==> src/rtl/core/vfs_pkg.sv <==
// shared word types and codes for the victim frame selector
package vfs_pkg;

    // default sizes
    localparam int FRAME_COUNT_DEF = 32;
    localparam int STAMP_BITS_DEF  = 32;

    // function codes of an input word
    localparam logic FUNC_WRITE  = 1'b0;
    localparam logic FUNC_SELECT = 1'b1;

    // replacement policy codes
    localparam logic MODE_RANDOM = 1'b0;
    localparam logic MODE_FIFO   = 1'b1;

    // input word
    typedef struct packed {
        logic        func;
        logic [4:0]  frame_index;
        logic        protect_flag;
        logic        mapped_flag;
        logic [31:0] stamp;
        logic [31:0] coin_bits;
    } in_word_t;

    // result word
    typedef struct packed {
        logic [4:0] victim_frame;
        logic       was_mapped;
        logic       out_of_frames;
    } out_word_t;

endpackage

==> src/rtl/core/vfs_cell.sv <==
// one frame table entry plus one stage of the victim search chain
module vfs_cell #(
    parameter int FRAME_COUNT = vfs_pkg::FRAME_COUNT_DEF,
    parameter int STAMP_BITS  = vfs_pkg::STAMP_BITS_DEF,
    parameter int INDEX       = 0
) (
    input  logic clk,
    input  logic rst_n,
    input  logic [$clog2(FRAME_COUNT)-1:0] clr_idx,
    input  logic                           clr_en,
    input  logic                           wr_en,
    input  logic [4:0]                     wr_idx,
    input  logic                           wr_prot,
    input  logic                           wr_map,
    input  logic [STAMP_BITS-1:0]          wr_stamp,
    input  logic [4*$clog2(FRAME_COUNT)+STAMP_BITS+32+9-1:0] scan_in,
    output logic [4*$clog2(FRAME_COUNT)+STAMP_BITS+32+9-1:0] scan_out
);

    localparam int IW = $clog2(FRAME_COUNT);

    // search word handed from cell to cell
    typedef struct packed {
        logic                  valid;
        logic                  mode;
        logic [31:0]           coins;
        logic                  free_found;
        logic [IW-1:0]         free_idx;
        logic                  rnd_found;
        logic [IW-1:0]         rnd_idx;
        logic                  rnd_mapped;
        logic                  seen;
        logic [IW-1:0]         last_idx;
        logic                  last_mapped;
        logic                  fifo_found;
        logic [IW-1:0]         fifo_idx;
        logic                  fifo_mapped;
        logic [STAMP_BITS-1:0] best;
    } scan_t;

    scan_t                 s_in;
    scan_t                 scan_next;
    scan_t                 scan_reg;
    logic                  prot_reg;
    logic                  prot_next;
    logic                  mapped_reg;
    logic                  mapped_next;
    logic [STAMP_BITS-1:0] stamp_reg;
    logic [STAMP_BITS-1:0] stamp_next;
    logic                  hit_wr;
    logic                  hit_clr;

    assign s_in     = scan_t'(scan_in);
    assign scan_out = scan_reg;

    // entry update: write from an input word, clear from a finished select
    assign hit_wr  = wr_en && (32'(wr_idx) == INDEX);
    assign hit_clr = clr_en && (clr_idx == IW'(INDEX));

    always_comb
    begin
        prot_next   = prot_reg;
        mapped_next = mapped_reg;
        stamp_next  = stamp_reg;
        if (hit_wr)
        begin
            prot_next   = wr_prot;
            mapped_next = wr_map;
            stamp_next  = wr_stamp;
        end
        else if (hit_clr)
        begin
            mapped_next = 1'b0;
        end
    end

    // search step for this entry
    always_comb
    begin
        scan_next       = s_in;
        scan_next.coins = s_in.coins >> 1;
        if (!prot_reg)
        begin
            if (!s_in.free_found && !mapped_reg)
            begin
                scan_next.free_found = 1'b1;
                scan_next.free_idx   = IW'(INDEX);
            end
            scan_next.seen        = 1'b1;
            scan_next.last_idx    = IW'(INDEX);
            scan_next.last_mapped = mapped_reg;
            if (!s_in.rnd_found && s_in.coins[0])
            begin
                scan_next.rnd_found  = 1'b1;
                scan_next.rnd_idx    = IW'(INDEX);
                scan_next.rnd_mapped = mapped_reg;
            end
            if (stamp_reg < s_in.best)
            begin
                scan_next.best        = stamp_reg;
                scan_next.fifo_found  = 1'b1;
                scan_next.fifo_idx    = IW'(INDEX);
                scan_next.fifo_mapped = mapped_reg;
            end
        end
    end

    always_ff @(posedge clk or negedge rst_n)
    begin
        if (!rst_n)
        begin
            prot_reg   <= 1'b0;
            mapped_reg <= 1'b0;
            stamp_reg  <= '0;
            scan_reg   <= '0;
        end
        else
        begin
            prot_reg   <= prot_next;
            mapped_reg <= mapped_next;
            stamp_reg  <= stamp_next;
            scan_reg   <= scan_next;
        end
    end

endmodule

==> config.mk <==
export PLATFORM = sky130hd
export DESIGN_NAME = vfs_cell
export DESIGN_NICKNAME = d
export VERILOG_FILES = /design/src/rtl/core/vfs_pkg.sv /design/src/rtl/core/vfs_cell.sv
export SDC_FILE = /design/constraint.sdc
export NUM_CORES = 1
export LEC_CHECK = 0
export BUFFER_PORTS_ARGS = -buffer_cell sky130_fd_sc_hd__buf_2
export CORE_AREA = 2 2 115 95
export CTS_CLUSTER_DIAMETER = 60
export DETAILED_ROUTE_END_ITERATION = 8
export DIE_AREA = 0 0 117 97
export GPL_TIMING_DRIVEN = 0
export PLACE_DENSITY = 0.87
export SYNTH_ARGS = -nofsm -noshare
export SYNTH_HDL_FRONTEND = slang
export SYNTH_SLANG_ARGS = --single-unit
==> constraint.sdc <==
create_clock -name clk -period 5.9 [get_ports clk]
set_input_delay 0.295 -clock clk [delete_from_list [all_inputs] [get_ports clk]]
set_output_delay 0.295 -clock clk [all_outputs]
set_load 0.01 [all_outputs]
==> flow_metrics.py, run 1 <==
metrics = {
    "layout": {
        "largest_reg_flops": 92,
        "final_cells": 790,
        "syn2layout_area_growth_pct": 46.41,
        "design_area_um2": 7306,
        "final_layout_size_suffix_gt1_share_pct": 52.23,
        "nets": 809,
        "fin_util_pct": 72.22,
    },
    "grt": {
        "grt_pass1_wl_um": 22120,
        "grt_usage_pct": 26.15,
        "antenna_found_initial": 1,
        "grt_max_degree": 77,
        "grt_overflow": 0,
        "grt_pass1_vias": 4301,
    },
    "timing": {
        "slew_violations": 0,
        "rsz0062_at_grt": "no",
        "setup_viol": 0,
        "fin_setup_tns_ns": 0,
        "worst_slack_ns": 3.397,
        "hold_slack_ns": 0.08379,
        "slew_headroom_pct": 57.29,
        "fmax_ghz": 0.3995,
        "tightestPinTransition_ns": 0.6387,
        "fin_crit_ns": 2.503,
        "period_share_pct": 42.42,
        "hold_violations": 0,
        "fin_skew_ns": 0.009031,
    },
    "setup_path": {
        "path_class": "reg2reg",
        "cpMostUsedCell": "buf_6",
        "critPathBufInv": 2,
        "slowest_delay_ns": 0.39,
        "end_kind": "flop",
        "critical-path-top-delay-family": "compound AO/OA/AOI/OAI gates",
        "cp_cell_sequence": "ha_1 > a21oi_1 > nand2_1 > a211oi_1 > o211ai_1 > a21oi_2 > buf_6 > buf_6 > mux2_4",
        "cp.arrival_ns": 2.78,
        "cpMaxStageDelayCell": "dfrtp_1",
        "path_max_fanout": 10,
        "worstPathRequired_ns": 6.18,
        "crit_path_start_kind": "flop",
    },
    "clock_network": {
        "cts_made_buffers": 17,
        "cts_sinks": 126,
        "ctsRootBufferMaster": "clkbuf_16",
        "path_clk_slew_ns": 0.06,
        "clock_latency_ns": 0.40,
        "post_cts_buffers": 0,
        "cts_max_path_buffers": 2,
        "h-tree-depth": 4,
        "cts_tree": "yes",
    },
    "synth": {
        "synth_edf_count": 0,
        "synth_cell_type_count": 30,
        "yosys-top-cells-area": "dfrtp_1 (63%), mux2_2 (14%), ha_1 (7.8%)",
        "netlist_area_um2": 4990,
        "yosysWarnings": 0,
        "syn-num-nets": 523,
        "synthTopCellsByCount": "dfrtp_1 (126), mux2_2 (64), inv_1 (34), ha_1 (31), nor2b_1 (15)",
        "ys_ff_latch": 126,
        "syn_inst": 351,
        "syn_avg_cell_area_um2": 14.22,
        "ys_seq_area_share_pct": 63.19,
        "yosys.area.top_type": "dfrtp_1",
        "yosys.area.top_type_share_pct": 63.19,
        "async_reset_ff_share_pct": 100.0,
        "ys.flop_type": "dfrtp_1",
        "synthMostInstantiatedCell": "dfrtp_1",
    },
    "drt": {
        "drc": 0,
        "wirelength_um": 14420,
        "ant_nets": 0,
        "vias": 3856,
        "drt_pass1_iterations": 4,
        "drt-initial-drc-count": 268,
        "wl_per_cell_um": 18.25,
        "via_per_inst": 4.881,
    },
    "job": {
        "drv_cap": 0,
    },
    "outcome": {
        "status": "completed",
    },
    "power_and_ir_drop": {
        "ir_worst_vdd_v": 0.0002059,
        "p_per_area_nw_per_um2": 374.7,
        "finalPower_mw": 2.737,
        "p_leak_nw": 3.902,
    },
    "placed_design": {
        "dpl_cell_area_um2": 6360,
        "port_buffers": 232,
        "dp_worst_setup_slack_ns": 3.360,
        "place_congestion": 0.7369,
        "dpl.hpwl_um": 9333,
        "dp_cells": 724,
    },
    "min_path": {
        "hp-class": "in2reg",
    },
    "floorplanning": {
        "initial_utilization_pct": 49.33,
        "coreArea_um2": 10120,
        "io_pins": 234,
        "fp-row-count": 33,
        "die_area_um2": 11350,
        "die_x_um": 117,
        "die_h_um": 97,
    },
}
where the power goes:
part / internal (mW) / switching (mW) / leakage, nW
logic: 0.302 / 0.288 / 2.06
registers: 1.01 / 0.0705 / 1.55
clock network: 0.678 / 0.390 / 0.294
worst paths after layout:
check                              start            end  slack [ns]  cells past startpoint
setup / recovery           stamp_reg[30]   scan_out[30]        3.40                      9
min in group asynchronous          rst_n   scan_out[82]        0.40                      2
max in group asynchronous          rst_n  stamp_reg[31]        4.77                      3
hold reg to reg             stamp_reg[0]    scan_out[0]        0.52                      1
hold / removal               scan_in[45]   scan_out[45]        0.08                      2
setup reg to reg           stamp_reg[30]   scan_out[30]        3.40                      9
cell usage in the layout (no fill, tap or decap), types with 4 or more instances in the layout:
master,netlist,final
nor2_1,4,4
dlygate4sd3_1,0,34
ha_1,31,31
clkbuf_1,4,5
nor2b_1,15,15
nand2b_1,4,4
a21oi_1,12,12
buf_2,0,231
mux2_2,64,64
nand4_1,4,4
nand2_1,10,10
dfrtp_1,126,126
inv_1,34,34
clkbuf_16,0,17
and2_1,5,5
o21ai_0,4,4
mux2_4,4,4
layer usage:
metal / part of all wire (%) / GRT usage [%] / up-vias
met5: 0 / 0 / -
met2: 51 / 45.18 / 169
met3: 6.9 / 8.396 / 48
li1: - / - / 1769
met1: 38 / 29.31 / 1870
met4: 4.3 / 11.22 / 0
what timing repair did:
| item | CTS | global route |
|---|---|---|
| hold endpoints to repair | 80 | 3 |
| gates resized for setup | 0 | 0 |
| hold buffers | 31 | 3 |
logic make-up after synthesis:
logic type               share of synthesized area [%]
multiplexers                                     15.65
AND/OR/NAND/NOR                                  5.867
other                                          0.07515
adder cells (fa/ha/maj)                          7.773
buffers and inverters                            3.761
flip-flops                                       63.19
AO/OA/AOI/OAI                                    3.686
final cells by class:
cell class / instances / area [um2]
Clock buffer: 19 / 442.9
Antenna cell: 1 / 2.502
Tap cell: 140 / 175.2
Clock inverter: 12 / 160.2
Sequential cell: 126 / 3153
Buffer: 9 / 60.06
Multi-Input combinational cell: 182 / 1649
Timing Repair Buffer: 267 / 1535
Fill cell: 653 / 2810
Inverter: 34 / 127.6
(Power assumes the default switching activity.)
==> run 2, diff against run 1 <==
--- a/config.mk
+++ b/config.mk
@@ -6,12 +6,12 @@
 export NUM_CORES = 1
 export LEC_CHECK = 0
 export BUFFER_PORTS_ARGS = -buffer_cell sky130_fd_sc_hd__buf_2
-export CORE_AREA = 2 2 115 95
+export CORE_AREA = 2 2 125 103
 export CTS_CLUSTER_DIAMETER = 60
 export DETAILED_ROUTE_END_ITERATION = 8
-export DIE_AREA = 0 0 117 97
+export DIE_AREA = 0 0 127 105
 export GPL_TIMING_DRIVEN = 0
-export PLACE_DENSITY = 0.87
+export PLACE_DENSITY = 0.78
 export SYNTH_ARGS = -nofsm -noshare
 export SYNTH_HDL_FRONTEND = slang
 export SYNTH_SLANG_ARGS = --single-unit
==> constraint.sdc (replaced) <==
create_clock -name clk -period 2.2 [get_ports clk]
set_input_delay 0.11 -clock clk [delete_from_list [all_inputs] [get_ports clk]]
set_output_delay 0.11 -clock clk [all_outputs]
set_load 0.01 [all_outputs]
==> flow_metrics.py, run 2 (synthesized netlist as in run 1, its figures left out) <==
metrics = {
    "drt": {
        "ant_nets": 0,
        "drc": 0,
        "drt-initial-drc-count": 236,
        "drt_pass1_iterations": 4,
        "via_per_inst": 4.722,
        "vias": 4311,
        "wl_per_cell_um": 17.64,
        "wirelength_um": 16100,
    },
    "outcome": {
        "violations": "negative setup slack",
        "status": "finished, violations left",
    },
    "floorplanning": {
        "die_area_um2": 13340,
        "io_pins": 234,
        "coreArea_um2": 11980,
        "fp-row-count": 36,
        "die_x_um": 127,
        "die_h_um": 105,
        "initial_utilization_pct": 41.65,
    },
    "placed_design": {
        "port_buffers": 232,
        "place_congestion": 0.8194,
        "dp_cells": 736,
        "dpl.hpwl_um": 9164,
        "dpl_cell_area_um2": 6375,
    },
    "layout": {
        "multi_input_area_um2": 1899,
        "syn2layout_area_growth_pct": 72.72,
        "final_common_cell": "buf_2",
        "fin_util_pct": 71.93,
        "diodes": 0,
        "nets": 920,
        "layout.area.seq_um2": 3153,
        "final_cell_mix": "buf_2 (232), dlygate4sd3_1 (128), dfrtp_1 (126), mux2_2 (54), inv_1 (33)",
        "final_layout_size_suffix_gt1_share_pct": 50.07,
        "design_area_um2": 8618,
        "final_cells": 913,
        "largest_reg_flops": 92,
        "fillers": 741,
    },
    "timing": {
        "tightestPinTransition_ns": 0.7151,
        "fmax_ghz": 0.4421,
        "fin_crit_ns": 2.262,
        "worst_slack_ns": -0.06169,
        "fin_skew_ns": 0.008316,
        "period_share_pct": 102.8,
        "slew_violations": 0,
        "setup_viol": 23,
        "hold_violations": 0,
        "slew_headroom_pct": 52.33,
        "rsz0062_at_grt": "yes",
    },
    "clock_network": {
        "clock_latency_ns": 0.42,
        "ctsRootBufferMaster": "clkbuf_16",
        "h-tree-depth": 4,
        "cts_tree": "yes",
        "cts_max_path_buffers": 2,
        "cts_made_buffers": 17,
        "cts_sinks": 126,
        "path_clk_slew_ns": 0.06,
    },
    "grt": {
        "grt_usage_pct": 23.96,
        "grt_max_degree": 65,
        "grt_overflow": 0,
        "antenna_found_initial": 0,
        "grt_pass1_wl_um": 24200,
        "grt_pass1_vias": 4737,
    },
    "setup_path": {
        "cp.depth": 9,
        "end_kind": "flop",
        "slowest_delay_ns": 0.43,
        "worstPathRequired_ns": 2.50,
        "cp.arrival_ns": 2.56,
        "crit_path_start_kind": "flop",
        "worstReg2RegEnd": "scan_out[31]",
        "setup.worst_path.start": "stamp_reg[26]",
        "path_class": "reg2reg",
        "cp_cell_sequence": "ha_4 > nand4_1 > buf_4 > nor4_1 > a21oi_2 > buf_6 > buf_8 > buf_12 > mux2_4",
        "r2r-start": "stamp_reg[26]",
        "cp-endpoint": "scan_out[31]",
        "critical-path-top-delay-family": "buffers and inverters",
        "path_max_fanout": 6,
        "cpMaxStageDelayCell": "dfrtp_1",
        "critPathBufInv": 4,
        "reg2reg_depth": 9,
        "regToRegSetupSlack_ns": -0.06,
    },
    "min_path": {
        "hold_start": "clr_idx[4]",
        "hp-class": "in2reg",
    },
    "power_and_ir_drop": {
        "p_per_area_nw_per_um2": 879.4,
        "p_leak_nw": 4.417,
        "ir_worst_vdd_v": 0.0006624,
    },
    "job": {
        "drv_cap": 0,
    },
}
[run 2: how the worst min path moves through the flow]
| stage | to | slack, ns | cells after the start |
|---|---|---|---|
| floorplan | mapped_reg | -0.19 | 0 |
| CTS | mapped_reg | 0.02 | 4 |
| detailed placement | scan_out[67] | 0.13 | 1 |
| global placement | scan_out[73] | 0.22 | 1 |
| global route | mapped_reg | 0.04 | 4 |
| finish | mapped_reg | 0.03 | 4 |
[run 2: final cells by class]
| class | instances | share of cell area [%] |
|---|---|---|
| Multi-Input combinational cell | 182 | 22.04 |
| Inverter | 34 | 1.481 |
| Tap cell | 152 | 2.207 |
| Buffer | 9 | 0.9727 |
| Timing Repair Buffer | 378 | 30.36 |
| Clock buffer | 19 | 5.139 |
| Sequential cell | 126 | 36.59 |
| Clock inverter | 13 | 1.220 |
[run 2: power by group]
group	switching, mW	internal, mW
Sequential	0.204	2.70
Clock	1.10	1.49
Combinational	0.915	1.17
Total	2.22	5.36
[run 2: tightest hold or removal path, stage by stage]
cell and delay [ns]:
buf_2 0.07, nand3b_1 0.09, nand3_1 0.07, o21ai_0 0.07
[run 2: per-layer routing]
metal,vias to the layer above,global-route usage [%],wire length [um]
met5,-,0,0
met4,0,9.419,385
met3,32,7.629,956
met2,176,43.09,8556
met1,2108,26.21,6202
li1,1995,-,-
[run 2: what timing repair did]
item / 4_1_cts / 5_1_grt
setup buffers: 11 / 5
hold buffers: 128 / 0
endpoints found under the hold margin: 188 / 0
gates cloned: 0 / 1
pin swaps: 11 / 10
resized for setup: 15 / 35
setup endpoints to repair: 39 / 39
[run 2: stage by stage]
step	setup TNS [ns]	power (mW)	setup slack, ns	hold slack (ns)
after CTS	-0.1864	7.345	-0.03016	0.01651
after global routing	-3.775	7.932	-0.1370	0.04066
after global placement	-62.73	4.360	-0.4645	0.2178
after detailed placement	-5.562	4.420	-0.2665	0.1256
after floorplan	0	3.762	0.07917	-0.1856
final	-0.7242	7.579	-0.06169	0.03158
==> run 3, diff against run 2 <==
--- a/config.mk
+++ b/config.mk
@@ -6,12 +6,12 @@
 export NUM_CORES = 1
 export LEC_CHECK = 0
 export BUFFER_PORTS_ARGS = -buffer_cell sky130_fd_sc_hd__buf_2
-export CORE_AREA = 2 2 125 103
+export CORE_AREA = 2 2 120 99
 export CTS_CLUSTER_DIAMETER = 60
 export DETAILED_ROUTE_END_ITERATION = 8
-export DIE_AREA = 0 0 127 105
+export DIE_AREA = 0 0 122 101
 export GPL_TIMING_DRIVEN = 0
-export PLACE_DENSITY = 0.78
+export PLACE_DENSITY = 0.81
 export SYNTH_ARGS = -nofsm -noshare
 export SYNTH_HDL_FRONTEND = slang
 export SYNTH_SLANG_ARGS = --single-unit
==> constraint.sdc (replaced) <==
create_clock -name clk -period 2.55 [get_ports clk]
set_input_delay 0.1275 -clock clk [delete_from_list [all_inputs] [get_ports clk]]
set_output_delay 0.1275 -clock clk [all_outputs]
set_load 0.01 [all_outputs]
==> flow_metrics.py, run 3 (synthesized netlist as in run 1, its figures left out) <==
metrics = {
    "outcome": {
        "status": "completed",
    },
    "timing": {
        "worst_slack_ns": 0.1790,
        "hold_slack_ns": 0.05928,
        "slew_headroom_pct": 59.23,
        "fin_crit_ns": 2.371,
        "rsz0062_at_grt": "no",
        "setup_viol": 0,
        "fmax_ghz": 0.4218,
        "period_share_pct": 92.98,
        "fin_setup_tns_ns": 0,
        "fin_skew_ns": 0.01043,
        "hold_violations": 0,
        "slew_violations": 0,
        "tightestPinTransition_ns": 0.6116,
    },
    "power_and_ir_drop": {
        "pwr-share-comb_pct": 23.3,
        "p_per_area_nw_per_um2": 775.7,
        "switching_power_mw": 1.801,
        "netSwitchingFraction_pct": 28.16,
        "sequentialPowerShare_pct": 38.9,
        "internal_power_mw": 4.593,
        "finalPower_mw": 6.394,
        "clkPwrFrac_pct": 37.8,
        "ir_worst_vdd_v": 0.0005032,
        "p_leak_nw": 4.280,
    },
    "grt": {
        "antenna_found_initial": 0,
        "grt_max_degree": 71,
        "grt_pass1_wl_um": 23110,
        "grt_pass1_vias": 4650,
        "grt_usage_pct": 25.31,
        "grt_overflow": 0,
    },
    "clock_network": {
        "cts_tree": "yes",
        "clock_latency_ns": 0.42,
        "cts_sinks": 126,
        "cts_max_path_buffers": 2,
        "h-tree-depth": 4,
        "path_clk_slew_ns": 0.06,
        "cts_made_buffers": 17,
        "post_cts_buffers": 0,
        "ctsRootBufferMaster": "clkbuf_16",
    },
    "setup_path": {
        "cp.arrival_ns": 2.67,
        "setup.worst_path.start": "scan_in[30]",
        "r2r-start": "stamp_reg[30]",
        "crit_path_start_kind": "input pin",
        "path_max_fanout": 10,
        "end_kind": "flop",
        "path_class": "in2reg",
        "worstPathRequired_ns": 2.84,
    },
    "floorplanning": {
        "die_area_um2": 12320,
        "die_h_um": 101,
        "initial_utilization_pct": 44.68,
        "die_x_um": 122,
        "coreArea_um2": 11170,
        "io_pins": 234,
        "fp-row-count": 35,
    },
    "placed_design": {
        "dp_cells": 732,
        "port_buffers": 232,
        "place_congestion": 0.7612,
        "dp_worst_setup_slack_ns": 0.1270,
        "dpl.hpwl_um": 8979,
        "dpl_cell_area_um2": 6370,
    },
    "drt": {
        "vias": 4237,
        "ant_nets": 0,
        "via_per_inst": 4.750,
        "wirelength_um": 15390,
        "wl_per_cell_um": 17.25,
        "drt_pass1_iterations": 5,
        "drc": 0,
        "drt-initial-drc-count": 165,
    },
    "layout": {
        "syn2layout_area_growth_pct": 65.20,
        "final_cell_mix": "buf_2 (231), dlygate4sd3_1 (128), dfrtp_1 (126), mux2_2 (64), inv_1 (34)",
        "diodes": 0,
        "final_common_cell": "buf_2",
        "fillers": 711,
        "largest_reg_flops": 92,
        "design_area_um2": 8243,
        "nets": 903,
        "fin_util_pct": 73.82,
        "final_cells": 892,
        "final_layout_size_suffix_gt1_share_pct": 45.70,
    },
    "min_path": {
        "hp-class": "in2reg",
        "hold_start": "clr_idx[4]",
    },
    "job": {
        "drv_cap": 0,
    },
}
## run 3: what timing repair did
item | in CTS | in global routing
gates resized for setup | 0 | 1
hold endpoints to repair | 182 | 0
hold buffers | 128 | 0
endpoints found under the setup margin | 0 | 4
## run 3: power by group through the flow
stage,Sequential [mW],Clock [mW],Combinational [mW]
floorplan,2.61,0,0.635
CTS,2.48,2.42,1.47
global placement,2.49,0,1.27
global route,2.52,2.55,1.63
detailed placement,2.51,0,1.30
finish,2.49,2.42,1.49
## run 3: final timing paths
| check | endpoint | slack (ns) | cells past startpoint |
|---|---|---|---|
| max reg2reg | scan_out[30] | 0.19 | 9 |
| min | mapped_reg | 0.06 | 4 |
| min reg2reg | stamp_reg[10] | 0.53 | 1 |
| min in group asynchronous | scan_out[71] | 0.26 | 2 |
| max | scan_out[30] | 0.18 | 12 |
| max in group asynchronous | scan_out[24] | 1.57 | 3 |
## run 3: cell type report
class / count / area (um2) / share of cell area [%]
multi-input cells: 182 / 1654 / 20.07
clock inverters: 13 / 153.9 / 1.867
well taps: 148 / 185.2 / 2.247
clock buffers: 19 / 432.9 / 5.252
flip-flops and latches: 126 / 3153 / 38.25
repair buffers: 361 / 2476 / 30.04
inverters: 34 / 127.6 / 1.548
plain buffers: 9 / 60.06 / 0.7286
## run 3: per-layer routing
layer	up-vias	track usage [%]	wire [um]
li1	1957	-	-
met1	2050	25.61	5515
met2	182	47.53	8362
met3	48	8.145	1014
met4	0	11.05	497
met5	-	0	0
## run 3: critical path, cell delays in order
cell and delay (ns):
dlygate4sd3_1 0.53, buf_2 0.11, inv_1 0.04, ha_1 0.32
a21oi_1 0.15, nand2_1 0.06, a211oi_1 0.29, o211ai_1 0.15
a21oi_2 0.19, buf_6 0.19, buf_6 0.18, mux2_4 0.31
